### src/hdl/ahe_pkg.sv
// Shared types, constants and helper functions of the ampersand hex escape codec.
`timescale 1ns / 1ps

package ahe_pkg;

    // Default width of one code unit that takes part in the codec.
    localparam int CHAR_BITS_DEF = 16;
    // Default number of command entries between the front and the back.
    localparam int QUEUE_DEPTH_DEF = 4;

    // Character codes used by the escape syntax.
    localparam logic [15:0] AMP_CODE  = 16'h0026;
    localparam logic [15:0] SEMI_CODE = 16'h003B;

    // Direction register values.
    localparam logic DIR_ENCODE = 1'b0;
    localparam logic DIR_DECODE = 1'b1;

    // Decoder phase.
    typedef enum logic [1:0] {
        PH_NORMAL = 2'd0,
        PH_AMP    = 2'd1,
        PH_DIGITS = 2'd2,
        PH_SKIP   = 2'd3
    } t_phase;

    // Error code carried with each result.
    typedef enum logic [1:0] {
        ERR_NONE         = 2'd0,
        ERR_NO_DIGIT     = 2'd1,
        ERR_UNTERMINATED = 2'd2
    } t_err;

    // What the back end has to emit for one accepted input item.
    typedef enum logic [1:0] {
        CMD_NONE     = 2'd0,
        CMD_CHAR     = 2'd1,
        CMD_ESCAPE   = 2'd2,
        CMD_NO_DIGIT = 2'd3
    } t_cmd_kind;

    // One queued command.
    typedef struct packed {
        t_cmd_kind   kind;
        logic [15:0] chr;
        logic [2:0]  ndig;  // hex digits of an escape, 1 to 4
        logic        err2;  // append an unterminated-escape result
        logic        last;  // final item of the text
    } t_cmd;

    // One result item.
    typedef struct packed {
        t_err        err;
        logic        valid;
        logic [15:0] chr;
    } t_result;

    // Value of a hex digit, with a flag that says the code is a hex digit.
    function automatic logic [4:0] hex_value(input logic [15:0] c);
        logic [4:0] r;
        r = 5'd0;
        if (c >= 16'h0030 && c <= 16'h0039) begin
            r = {1'b1, c[3:0]};
        end else if ((c >= 16'h0041 && c <= 16'h0046) ||
                     (c >= 16'h0061 && c <= 16'h0066)) begin
            r = {1'b1, c[3:0] + 4'd9};
        end
        return r;
    endfunction

    // Control characters, whitespace and the ampersand are escaped.
    function automatic logic needs_escape(input logic [15:0] c);
        logic cntrl;
        logic space;
        cntrl = (c <= 16'h001F) || (c >= 16'h007F && c <= 16'h009F);
        space = (c >= 16'h0009 && c <= 16'h000D) || c == 16'h0020 || c == 16'h0085 ||
                c == 16'h00A0 || c == 16'h1680 || (c >= 16'h2000 && c <= 16'h200A) ||
                c == 16'h2028 || c == 16'h2029 || c == 16'h202F || c == 16'h205F ||
                c == 16'h3000;
        return cntrl || space || c == AMP_CODE;
    endfunction

    // Uppercase ASCII hex digit of a nibble.
    function automatic logic [15:0] hex_ascii(input logic [3:0] d);
        logic [15:0] r;
        if (d < 4'd10) begin
            r = 16'h0030 + {12'd0, d};
        end else begin
            r = 16'h0037 + {12'd0, d};
        end
        return r;
    endfunction

endpackage

### src/hdl/ahe_front.sv
// Front end: accepts code units, tracks the decoder phase and issues commands.
`timescale 1ns / 1ps

module ahe_front #(
    parameter int CHAR_BITS = ahe_pkg::CHAR_BITS_DEF
) (
    input  logic          i_clk,
    input  logic          i_rst_n,
    input  logic          i_cfg_valid,
    input  logic          i_cfg_data,
    input  logic          i_valid,
    input  logic [15:0]   i_char,
    input  logic          i_last,
    input  logic          i_space,   // queue can take a command
    output logic          o_push,
    output ahe_pkg::t_cmd o_cmd
);
    import ahe_pkg::*;

    localparam logic [15:0] UnitMask = (CHAR_BITS >= 16) ? 16'hFFFF :
                                       16'((32'd1 << CHAR_BITS) - 32'd1);

    logic        r_dir;
    t_phase      r_phase;
    t_phase      n_phase;
    t_phase      w_phase_upd;
    logic [15:0] r_acc;
    logic [15:0] n_acc;
    logic [15:0] w_acc_upd;
    logic [15:0] w_c;
    logic [4:0]  w_hex;
    logic        w_is_hex;
    logic        w_accept;

    assign w_accept = i_valid && i_space;
    // A unit that gives no result and does not end the text queues nothing.
    assign o_push   = w_accept && (o_cmd.kind != CMD_NONE || i_last);
    assign w_c      = i_char & UnitMask;
    assign w_hex    = hex_value(w_c);
    assign w_is_hex = w_hex[4];

    // Decoder phase step for the current code unit.
    always_comb begin
        w_phase_upd = r_phase;
        w_acc_upd   = r_acc;
        if (r_dir == DIR_DECODE) begin
            unique case (r_phase)
                PH_NORMAL: begin
                    if (w_c == AMP_CODE) begin
                        w_phase_upd = PH_AMP;
                        w_acc_upd   = 16'd0;
                    end
                end
                PH_AMP: begin
                    if (w_is_hex) begin
                        w_phase_upd = PH_DIGITS;
                        w_acc_upd   = {12'd0, w_hex[3:0]};
                    end else begin
                        w_phase_upd = (w_c == SEMI_CODE) ? PH_NORMAL : PH_SKIP;
                    end
                end
                PH_DIGITS: begin
                    if (w_is_hex) begin
                        w_acc_upd = {r_acc[11:0], w_hex[3:0]};
                    end else begin
                        w_phase_upd = (w_c == SEMI_CODE) ? PH_NORMAL : PH_SKIP;
                    end
                end
                PH_SKIP: begin
                    if (w_c == SEMI_CODE) begin
                        w_phase_upd = PH_NORMAL;
                    end
                end
                default: begin
                    w_phase_upd = PH_NORMAL;
                end
            endcase
        end
    end

    // Next state: a configuration write or the end of the text clears the phase.
    always_comb begin
        n_phase = r_phase;
        n_acc   = r_acc;
        if (i_cfg_valid) begin
            n_phase = PH_NORMAL;
            n_acc   = 16'd0;
        end else if (w_accept) begin
            if (i_last) begin
                n_phase = PH_NORMAL;
                n_acc   = 16'd0;
            end else begin
                n_phase = w_phase_upd;
                n_acc   = w_acc_upd;
            end
        end
    end

    // Command for the back end.
    always_comb begin
        o_cmd.kind = CMD_NONE;
        o_cmd.chr  = w_c;
        o_cmd.ndig = 3'd1;
        o_cmd.err2 = 1'b0;
        o_cmd.last = i_last;
        if (w_c[15:12] != 4'd0) begin
            o_cmd.ndig = 3'd4;
        end else if (w_c[11:8] != 4'd0) begin
            o_cmd.ndig = 3'd3;
        end else if (w_c[7:4] != 4'd0) begin
            o_cmd.ndig = 3'd2;
        end
        if (r_dir == DIR_ENCODE) begin
            o_cmd.kind = needs_escape(w_c) ? CMD_ESCAPE : CMD_CHAR;
        end else begin
            o_cmd.err2 = i_last && (w_phase_upd != PH_NORMAL);
            unique case (r_phase)
                PH_NORMAL: o_cmd.kind = (w_c == AMP_CODE) ? CMD_NONE : CMD_CHAR;
                PH_AMP:    o_cmd.kind = w_is_hex ? CMD_NONE : CMD_NO_DIGIT;
                PH_DIGITS: begin
                    o_cmd.kind = w_is_hex ? CMD_NONE : CMD_CHAR;
                    o_cmd.chr  = r_acc & UnitMask;
                end
                PH_SKIP:   o_cmd.kind = CMD_NONE;
                default:   o_cmd.kind = CMD_NONE;
            endcase
        end
    end

    // State registers.
    always_ff @(posedge i_clk) begin
        if (!i_rst_n) begin
            r_dir   <= DIR_ENCODE;
            r_phase <= PH_NORMAL;
            r_acc   <= 16'd0;
        end else begin
            if (i_cfg_valid) begin
                r_dir <= i_cfg_data;
            end
            r_phase <= n_phase;
            r_acc   <= n_acc;
        end
    end

endmodule

### src/hdl/ahe_queue.sv
// Short command queue between the front end and the back end.
`timescale 1ns / 1ps

module ahe_queue #(
    parameter int DEPTH = ahe_pkg::QUEUE_DEPTH_DEF
) (
    input  logic          i_clk,
    input  logic          i_rst_n,
    input  logic          i_push,
    input  ahe_pkg::t_cmd i_cmd,
    output logic          o_space,
    input  logic          i_pop,
    output logic          o_valid,
    output ahe_pkg::t_cmd o_cmd
);
    import ahe_pkg::*;

    localparam int PtrBits = (DEPTH > 1) ? $clog2(DEPTH) : 1;
    localparam int CntBits = $clog2(DEPTH + 1);

    t_cmd               r_mem [DEPTH];
    logic [PtrBits-1:0] r_wr_ptr;
    logic [PtrBits-1:0] r_rd_ptr;
    logic [CntBits-1:0] r_count;

    assign o_space = (r_count != CntBits'(DEPTH));
    assign o_valid = (r_count != '0);
    assign o_cmd   = r_mem[r_rd_ptr];

    // Entry storage.
    always_ff @(posedge i_clk) begin
        if (i_push) begin
            r_mem[r_wr_ptr] <= i_cmd;
        end
    end

    // Pointers and fill count.
    always_ff @(posedge i_clk) begin
        if (!i_rst_n) begin
            r_wr_ptr <= '0;
            r_rd_ptr <= '0;
            r_count  <= '0;
        end else begin
            if (i_push) begin
                r_wr_ptr <= (r_wr_ptr == PtrBits'(DEPTH - 1)) ? '0 : r_wr_ptr + 1'b1;
            end
            if (i_pop) begin
                r_rd_ptr <= (r_rd_ptr == PtrBits'(DEPTH - 1)) ? '0 : r_rd_ptr + 1'b1;
            end
            if (i_push && !i_pop) begin
                r_count <= r_count + 1'b1;
            end else if (i_pop && !i_push) begin
                r_count <= r_count - 1'b1;
            end
        end
    end

endmodule

### src/hdl/ahe_back.sv
// Back end: expands each command into its result items behind an output register.
`timescale 1ns / 1ps

module ahe_back (
    input  logic          i_clk,
    input  logic          i_rst_n,
    input  logic          i_valid,
    input  ahe_pkg::t_cmd i_cmd,
    output logic          o_pop,
    output logic          o_out_valid,
    input  logic          i_out_ready,
    output ahe_pkg::t_result o_result,
    output logic          o_out_last
);
    import ahe_pkg::*;

    logic [2:0]  r_step;
    logic [2:0]  w_n_main;
    logic [2:0]  w_total;
    logic [2:0]  w_nib_idx;
    logic [3:0]  w_nib;
    logic        w_fin;
    logic        w_load;
    logic        w_adv;
    t_result     w_res;
    logic        r_out_valid;
    t_result     r_result;
    logic        r_out_last;

    // Number of results the command gives.
    always_comb begin
        case (i_cmd.kind)
            CMD_CHAR, CMD_NO_DIGIT: w_n_main = 3'd1;
            CMD_ESCAPE:             w_n_main = i_cmd.ndig + 3'd2;
            default:                w_n_main = 3'd0;
        endcase
        w_total = w_n_main + {2'd0, i_cmd.err2};
        if (w_total == 3'd0) begin
            w_total = 3'd1;
        end
    end

    // Nibble shown at the current escape step, most significant first.
    assign w_nib_idx = i_cmd.ndig - r_step;
    always_comb begin
        case (w_nib_idx[1:0])
            2'd0:    w_nib = i_cmd.chr[3:0];
            2'd1:    w_nib = i_cmd.chr[7:4];
            2'd2:    w_nib = i_cmd.chr[11:8];
            default: w_nib = i_cmd.chr[15:12];
        endcase
    end

    // Result of the current step.
    always_comb begin
        w_res.chr   = 16'd0;
        w_res.valid = 1'b0;
        w_res.err   = ERR_NONE;
        if (r_step < w_n_main) begin
            case (i_cmd.kind)
                CMD_CHAR: begin
                    w_res.chr   = i_cmd.chr;
                    w_res.valid = 1'b1;
                end
                CMD_ESCAPE: begin
                    w_res.valid = 1'b1;
                    if (r_step == 3'd0) begin
                        w_res.chr = AMP_CODE;
                    end else if (r_step == w_n_main - 3'd1) begin
                        w_res.chr = SEMI_CODE;
                    end else begin
                        w_res.chr = hex_ascii(w_nib);
                    end
                end
                CMD_NO_DIGIT: w_res.err = ERR_NO_DIGIT;
                default:      w_res.err = ERR_NONE;
            endcase
        end else if (i_cmd.err2 && r_step == w_n_main) begin
            w_res.err = ERR_UNTERMINATED;
        end
    end

    assign w_fin  = (r_step == w_total - 3'd1);
    assign w_load = !r_out_valid || i_out_ready;
    assign w_adv  = w_load && i_valid;
    assign o_pop  = w_adv && w_fin;

    // Step counter within the current command.
    always_ff @(posedge i_clk) begin
        if (!i_rst_n) begin
            r_step      <= 3'd0;
            r_out_valid <= 1'b0;
        end else begin
            if (w_adv) begin
                r_step <= w_fin ? 3'd0 : r_step + 3'd1;
            end
            if (w_load) begin
                r_out_valid <= i_valid;
            end
        end
    end

    // Output payload register.
    always_ff @(posedge i_clk) begin
        if (w_adv) begin
            r_result   <= w_res;
            r_out_last <= i_cmd.last && w_fin;
        end
    end

    assign o_out_valid = r_out_valid;
    assign o_result    = r_result;
    assign o_out_last  = r_out_last;

endmodule

### src/hdl/ampersand_hex_escape_codec.sv
// Top level of the ampersand hex escape codec.
`timescale 1ns / 1ps

// Streams 16-bit code units through an ampersand hex escape codec. With the
// direction register at 0, control characters, whitespace and '&' become '&',
// uppercase hex digits without leading zeros and ';' (three to six results),
// and every other unit passes as one result. With direction 1, '&' opens an
// escape, hex digits accumulate, the first non-hex unit emits the character
// and input is skipped through ';'; a missing digit or text that ends inside
// an escape gives a result with char_valid low and an error code. The front
// end is combinational and accepts one unit per cycle while the queue has
// space; the back end emits one result per cycle while the output is ready,
// so a unit with an escape holds the output for each of its results, and a
// command queue (four by default) between the two absorbs those bursts before
// input is held off. Units that give no result and do not end the text queue
// nothing. Write the direction register only while the block is idle.
module ampersand_hex_escape_codec #(
    parameter int CHAR_BITS   = ahe_pkg::CHAR_BITS_DEF,
    parameter int QUEUE_DEPTH = ahe_pkg::QUEUE_DEPTH_DEF
) (
    input  logic        i_clk,
    input  logic        i_rst_n,
    // Configuration write channel: direction, 0 encode, 1 decode.
    input  logic        i_cfg_valid,
    output logic        o_cfg_ready,
    input  logic        i_cfg_data,
    // Input stream.
    input  logic        i_s_tvalid,
    output logic        o_s_tready,
    input  logic [15:0] i_s_tdata,   // [15:0] in_char
    input  logic        i_s_tlast,   // in_last
    // Output stream.
    output logic        o_m_tvalid,
    input  logic        i_m_tready,
    output logic [23:0] o_m_tdata,   // [15:0] out_char, [16] char_valid, [18:17] error_code
    output logic        o_m_tlast    // out_last
);
    import ahe_pkg::*;

    logic    w_push;
    logic    w_space;
    logic    w_pop;
    logic    w_q_valid;
    t_cmd    w_cmd_in;
    t_cmd    w_cmd_out;
    t_result w_result;

    assign o_cfg_ready = 1'b1;
    assign o_s_tready  = w_space;

    // Front end: classification and decoder state.
    ahe_front #(
        .CHAR_BITS (CHAR_BITS)
    ) u_front (
        .i_clk       (i_clk),
        .i_rst_n     (i_rst_n),
        .i_cfg_valid (i_cfg_valid),
        .i_cfg_data  (i_cfg_data),
        .i_valid     (i_s_tvalid),
        .i_char      (i_s_tdata),
        .i_last      (i_s_tlast),
        .i_space     (w_space),
        .o_push      (w_push),
        .o_cmd       (w_cmd_in)
    );

    // Command queue.
    ahe_queue #(
        .DEPTH (QUEUE_DEPTH)
    ) u_queue (
        .i_clk   (i_clk),
        .i_rst_n (i_rst_n),
        .i_push  (w_push),
        .i_cmd   (w_cmd_in),
        .o_space (w_space),
        .i_pop   (w_pop),
        .o_valid (w_q_valid),
        .o_cmd   (w_cmd_out)
    );

    // Back end: result expansion and output register.
    ahe_back u_back (
        .i_clk       (i_clk),
        .i_rst_n     (i_rst_n),
        .i_valid     (w_q_valid),
        .i_cmd       (w_cmd_out),
        .o_pop       (w_pop),
        .o_out_valid (o_m_tvalid),
        .i_out_ready (i_m_tready),
        .o_result    (w_result),
        .o_out_last  (o_m_tlast)
    );

    assign o_m_tdata = {5'd0, w_result};

endmodule
### config.mk
export PLATFORM = sky130hd
export DESIGN_NAME = ampersand_hex_escape_codec
export DESIGN_NICKNAME = d
export VERILOG_FILES = /design/src/hdl/ahe_pkg.sv /design/src/hdl/ahe_front.sv /design/src/hdl/ahe_queue.sv /design/src/hdl/ahe_back.sv /design/src/hdl/ampersand_hex_escape_codec.sv
export SDC_FILE = /design/constraint.sdc
export NUM_CORES = 1
export LEC_CHECK = 0
export BUFFER_PORTS_ARGS = -buffer_cell sky130_fd_sc_hd__buf_4
export CORE_MARGIN = 2
export CORE_UTILIZATION = 45
export DETAILED_ROUTE_END_ITERATION = 12
export PLACE_DENSITY_LB_ADDON = 0.2
export SKIP_CTS_REPAIR_TIMING = 1
export SYNTH_ARGS = -nofsm -noshare
export SYNTH_HDL_FRONTEND = slang
export SYNTH_SLANG_ARGS = --single-unit
### constraint.sdc
create_clock -name i_clk -period 7.8 [get_ports i_clk]
set_clock_uncertainty 0.2 [all_clocks]
set_input_delay 0.78 -clock i_clk [delete_from_list [all_inputs] [get_ports i_clk]]
set_output_delay 0.78 -clock i_clk [all_outputs]
set_load 0.005 [all_outputs]
After elaboration in Yosys (flattened, before gate mapping)
Memory sizes are Yosys's and may differ from the RTL's. A register that Yosys moved wholly into a read port is not among the register bits.
Index checks and enable logic that the tools add are counted.
- memories kept: 1
- memory bits (writable): 92
- input port bits: 23
- word-level logic and storage cells: 167
- output and inout bits: 28
- register bits: 50
- memories (memory ; depth ; bits a word ; read ports ; clocked after Yosys merged registers in ; wr ports ; line ; text):
    u_queue.r_mem ; 4 ; 23 ; 1 ; 1 ; 1 ; ahe_queue.sv:21 ; t_cmd r_mem [DEPTH];
- eq/ne operators: 28
- mux-type cells: 47
- $lt $le $gt $ge: 15
- reduce and logical (&&, ||, !) cells: 50
- $add $sub $neg: 13
- bitwise operators: 1
- operator list (kind ; count):
    $mux W16 ; 10
    $eq A16 B14 Y1 const B ; 5
    $eq A16 B6 Y1 const B ; 3
    $ge A16 B7 Y1 const B ; 3
    $pmux W16 S3 ; 1
    $mux W2 ; 17
    $pmux W17 S2 ; 1
    $eq A16 B8 Y1 const B ; 2
    $le A16 B7 Y1 const B ; 2
    $mux W3 ; 6
    $eq A16 B13 Y1 const B ; 1
    $ge A16 B14 Y1 const B ; 1
    $ge A16 B4 Y1 const B ; 1
    $ge A16 B6 Y1 const B ; 1
    $le A16 B14 Y1 const B ; 1
    $le A16 B4 Y1 const B ; 1
    $le A16 B5 Y1 const B ; 1
    $le A16 B6 Y1 const B ; 1
    $le A16 B8 Y1 const B ; 1
    $logic_or A1 B1 Y1 ; 16
    $pmux W2 S4 ; 2
    $reduce_bool A4 Y1 ; 4
    $logic_and A1 B1 Y1 ; 15
    $add A6 B4 Y7 const A ; 2
    other kinds (26) ; 56

Depth between registers and ports, before layout
- word-level depth: 23
- depth in mapped cells: 24
- depth with buffers taken out: 21

By module
Synthesis repeated with hierarchy kept, for this count alone.
- cell total of the unflattened synthesis: 503
- area, all modules: 7083.0 um^2
- modules (own cells, without submodules) (module ; seq. area each (um^2) ; area an instance (um^2) ; times used ; cells an instance):
    ahe_queue ; 2942.8 ; 3812.4 ; 1 ; 165
    ahe_back ; 680.7 ; 1662.8 ; 1 ; 154
    ahe_front ; 380.4 ; 1555.2 ; 1 ; 176
    ampersand_hex_escape_codec ; 0.0 ; 52.6 ; 1 ; 8

Worst setup path after synthesis
Ideal clock, no wire load.
- path kind: reg-to-reg
- from: register with a tool-made name
- to: register u_queue.r_count[2]
- path buffers: 3
- arrival time: 5.033 ns
- cell stages (with the launch flop): 24
- slack: 2.497 ns
- setup time: 0.071 ns
- path through: dfxtp_1 clkbuf_1 buf_2 buf_1 mux4_2 ha_1 nor2_1 a21o_1 inv_1 ha_1 ha_1 or4_1 a31oi_2 ha_1 xnor2_1 xnor3_1 nor2_1 nand3_1 ha_1 inv_1 fa_1 xor2_1 or3_1 a21oi_1
- RTL lines (element ; line ; text):
    end signal, assigned ; ahe_queue.sv:51 ; r_count <= r_count + 1'b1;
    end signal, assigned ; ahe_queue.sv:53 ; r_count <= r_count - 1'b1;
    end, declared ; ahe_queue.sv:24 ; logic [CntBits-1:0] r_count;

==> metrics.csv <==
stage,metric,value,unit
status,status,completed,
final_layout,Filler cells,1391,
logic_synthesis,Mean Syn Cell Area,12.92,um^2
worst_setup_path,"Largest delay share family, worst path",adder cells,
global_route,largest net degree at the start of global routing,27,
final_layout,Final Cell Area,8366,um^2
clock_tree,clock tree from TritonCTS,built,
worst_setup_path,kind of critical path,register to register,
clock_tree,Clock Path Buffers,2,
global_route,total gr overflow,0,
sta,Setup TNS,0,ps
final_layout,Reg area,4004,um^2
drt,DR vias,4567,
sta,Fmax achieved,170.7,MHz
logic_synthesis,warning count from the yosys run,0,
drt,Routed WL,14190,um
sta,crit path time final,5858,ps
worst_setup_path,crit path DAT,6010,ps
floorplanning,Initial Utilization,45.88,%
placement,Final Wtd Congestion,0.8245,
final_layout,nets,663,
logic_synthesis,"Seq/Total Area, Yosys",54.94,%
drt,DRT iter0 DRCs,351,
placement,I/O Buffers,44,
final_layout,layout cells sized above 1,20.74,%
global_route,first-pass GRT wire length,23150,um
drt,drt pass-1 iters,7,
logic_synthesis,Most used DFF post-synth,edfxtp_1,
final_layout,Post-Layout Cell Count,838,
worst_setup_path,reg2reg setup slack,1940,ps
pwr,Psw,820.1,uW
worst_setup_path,"Cell Chain, Critical Path",buf_4 > mux4_2 > ha_1 > nand2_1 > a21o_1 > inv_1 > ha_1 > ha_1 > or4_1 > a31oi_2 > ha_1 > xnor2_1 > xnor3_1 > nor2_1 > nand3_1 > ha_1 > inv_1 > fa_1 > xor2_1 > or3_1 > a21oi_1,
logic_synthesis,Syn Std Cell Area,7288,um^2
logic_synthesis,number of synthesized flops with an enable pin,112,
final_layout,most frequent cells in the layout,"edfxtp_1 (112), nand2_1 (62), buf_4 (51)",
pwr,worst ir drop on vdd,171.2,uV
worst_setup_path,Worst path max stage delay,670,ps
floorplanning,Boundary Pins,51,
clock_tree,Clock transition at path regs,60,ps
floorplanning,Die ar.,17230,um^2
flow_run,Max-Cap Viols,0,
pwr,Leak,2.992,nW
final_layout,Synth-to-Final Area Change,14.78,%
worst_setup_path,CP Launch Type,register,
final_layout,Multi-input gate area,3027,um^2
clock_tree,Num CTS Buffers,17,
sta,final number of hold-violating endpoints,0,
worst_setup_path,Worst Setup End Kind,register,
worst_setup_path,crit-path max FO,16,
logic_synthesis,post-synth top area share,46.15,%
pwr,Comb pwr share,31.7,%
worst_setup_path,"Req. time, crit path",7950,ps
floorplanning,die height,131.3,um
sta,final setup fails,0,
min_path,Hold Crit Class,register to register,
drt,Residual DRC,0,
clock_tree,H-tree Lvls,4,
floorplanning,row cnt,46,
logic_synthesis,"top cells by area, synth","edfxtp_1 (46%), dfxtp_1 (8.8%), mux4_2 (5.3%)",
drt,Avg WL per Cell,16.93,um
worst_setup_path,CP dominant cell by count,ha_1,
worst_setup_path,CP bufs+invs,3,
placement,post-place setup slack,1943,ps
pwr,P_int,1.788,mW
pwr,sequential share of power,39.0,%
sta,worst setup margin,1942,ps
logic_synthesis,"area leader, netlist",edfxtp_1,
pwr,Net Sw Frac,31.45,%
worst_setup_path,slowest cell on the critical path,dfxtp_1,
placement,Placed Cells incl. Taps,806,
drt,vias per inst,5.450,
floorplanning,Die W,131.3,um
sta,Worst-Margin Slew,895.4,ps
placement,Detailed Place HPWL,10000,um
clock_tree,clk root buf,clkbuf_16,
final_layout,"most common cell after layout, fill and taps aside",edfxtp_1,
sta,Tcrit/Tclk final,75.10,%
pwr,Pwr Density,311.8,nW/um^2
final_layout,Ant. Diodes,0,
global_route,vias in the first global route,4649,
floorplanning,core area,15890,um^2
logic_synthesis,synthesized flop and latch total,144,
clock_tree,clock sinks,144,
sta,RSZ-0062 raised after global routing,false,
logic_synthesis,library cells used by synthesis,73,
logic_synthesis,share of flip-flops with an asynchronous set or reset,0,%
final_layout,fin util,52.66,%
drt,Antenna Nets Post-Route,0,
logic_synthesis,Mapped Cells,564,
sta,Max Slew Vio Count,0,
sta,worst relative slew slack,40.09,%
pwr,clock power share,29.3,%
placement,Post-DP Area,7800,um^2
global_route,GR Util All Layers,17.11,%
global_route,initial antenna violation count,0,
clock_tree,clk_lat worst skew,420,ps
## tightest hold or removal path, delay by kind of cell, from the launching register on
| family | cells | cell delay, ps |
|---|---|---|
| flip-flops | 1 | 310 |
| AND/OR/NAND/NOR | 1 | 50 |
| multiplexers | 1 | 50 |
## registers in the layout, summed over array words and instances, names as in the netlist, named ones only
register and count:
u_back.o_result 19, u_front.r_phase 2, u_queue.r_mem 92, u_front.r_acc 16, u_back.o_out_last 1, u_queue.r_wr_ptr 2, u_queue.r_count 3, u_back.r_step 3
u_queue.r_rd_ptr 2, u_front.r_dir 1, u_back.o_out_valid 1
## logic make-up after synthesis
group	share of synthesized area, %
buf+inv	3.742
flops	54.94
compound gates	7.124
mux	13.29
other cells	0.1030
xor+xnor	2.798
fa+ha+maj	5.425
simple gates	12.58
## per-layer routing
| layer | GRT usage (%) | routed length (um) | up-vias |
|---|---|---|---|
| li1 | - | - | 2187 |
| met1 | 20.81 | 6291 | 2243 |
| met2 | 29.06 | 6964 | 116 |
| met3 | 4.244 | 647 | 21 |
| met4 | 7.307 | 282 | 0 |
| met5 | 0 | 0 | - |
## power by group through the flow
stage / Combinational (mW) / Clock (mW) / Sequential [mW]
after detailed placement: 0.830 / 0 / 1.03
after global placement: 0.804 / 0 / 1.03
after floorplan: 0.590 / 0 / 1.03
after global routing: 0.916 / 0.813 / 1.03
after CTS: 0.834 / 0.782 / 1.02
final: 0.826 / 0.764 / 1.02
## final cells by class
class,count,share of cell area [%]
Sequential cell,144,47.86
Timing Repair Buffer,51,4.577
Multi-Input combinational cell,364,36.18
Clock inverter,14,1.630
Inverter,31,1.391
Tap cell,216,3.231
Clock buffer,18,5.130
## synthesized netlist by cell type, drive strengths merged, types with 6 or more instances
master  number
a21oi       18
mux2i       21
xor2         6
nand2b       7
clkbuf      16
ha          30
nor3b        7
buf         13
o21ai       11
edfxtp     112
mux2        17
nand2       62
mux4        24
nand3       11
dfxtp       32
xnor2       10
nor2        23
nor3         9
nor4        10
inv         31
and2        15
o31ai        6
## path summary, 6_finish.rpt
| path | startpoint | to | cells after the start |
|---|---|---|---|
| setup reg to reg | register | u_queue.r_count[2] | 21 |
| hold / removal | u_front.r_acc[14] | u_front.r_acc[14] | 2 |
| hold reg to reg | u_front.r_acc[14] | u_front.r_acc[14] | 2 |
| setup / recovery | register | u_queue.r_count[2] | 21 |
## metrics by stage
step / power, mW / hold slack, ps
5_1_grt: 2.758 / 290.7
6_report: 2.608 / 254.5
4_1_cts: 2.636 / 256.9
3_5_place_dp: 1.864 / 247.8
2_1_floorplan: 1.618 / 232.2
3_3_place_gp: 1.834 / 239.9
No activity file was read; power rests on OpenSTA's default activity.
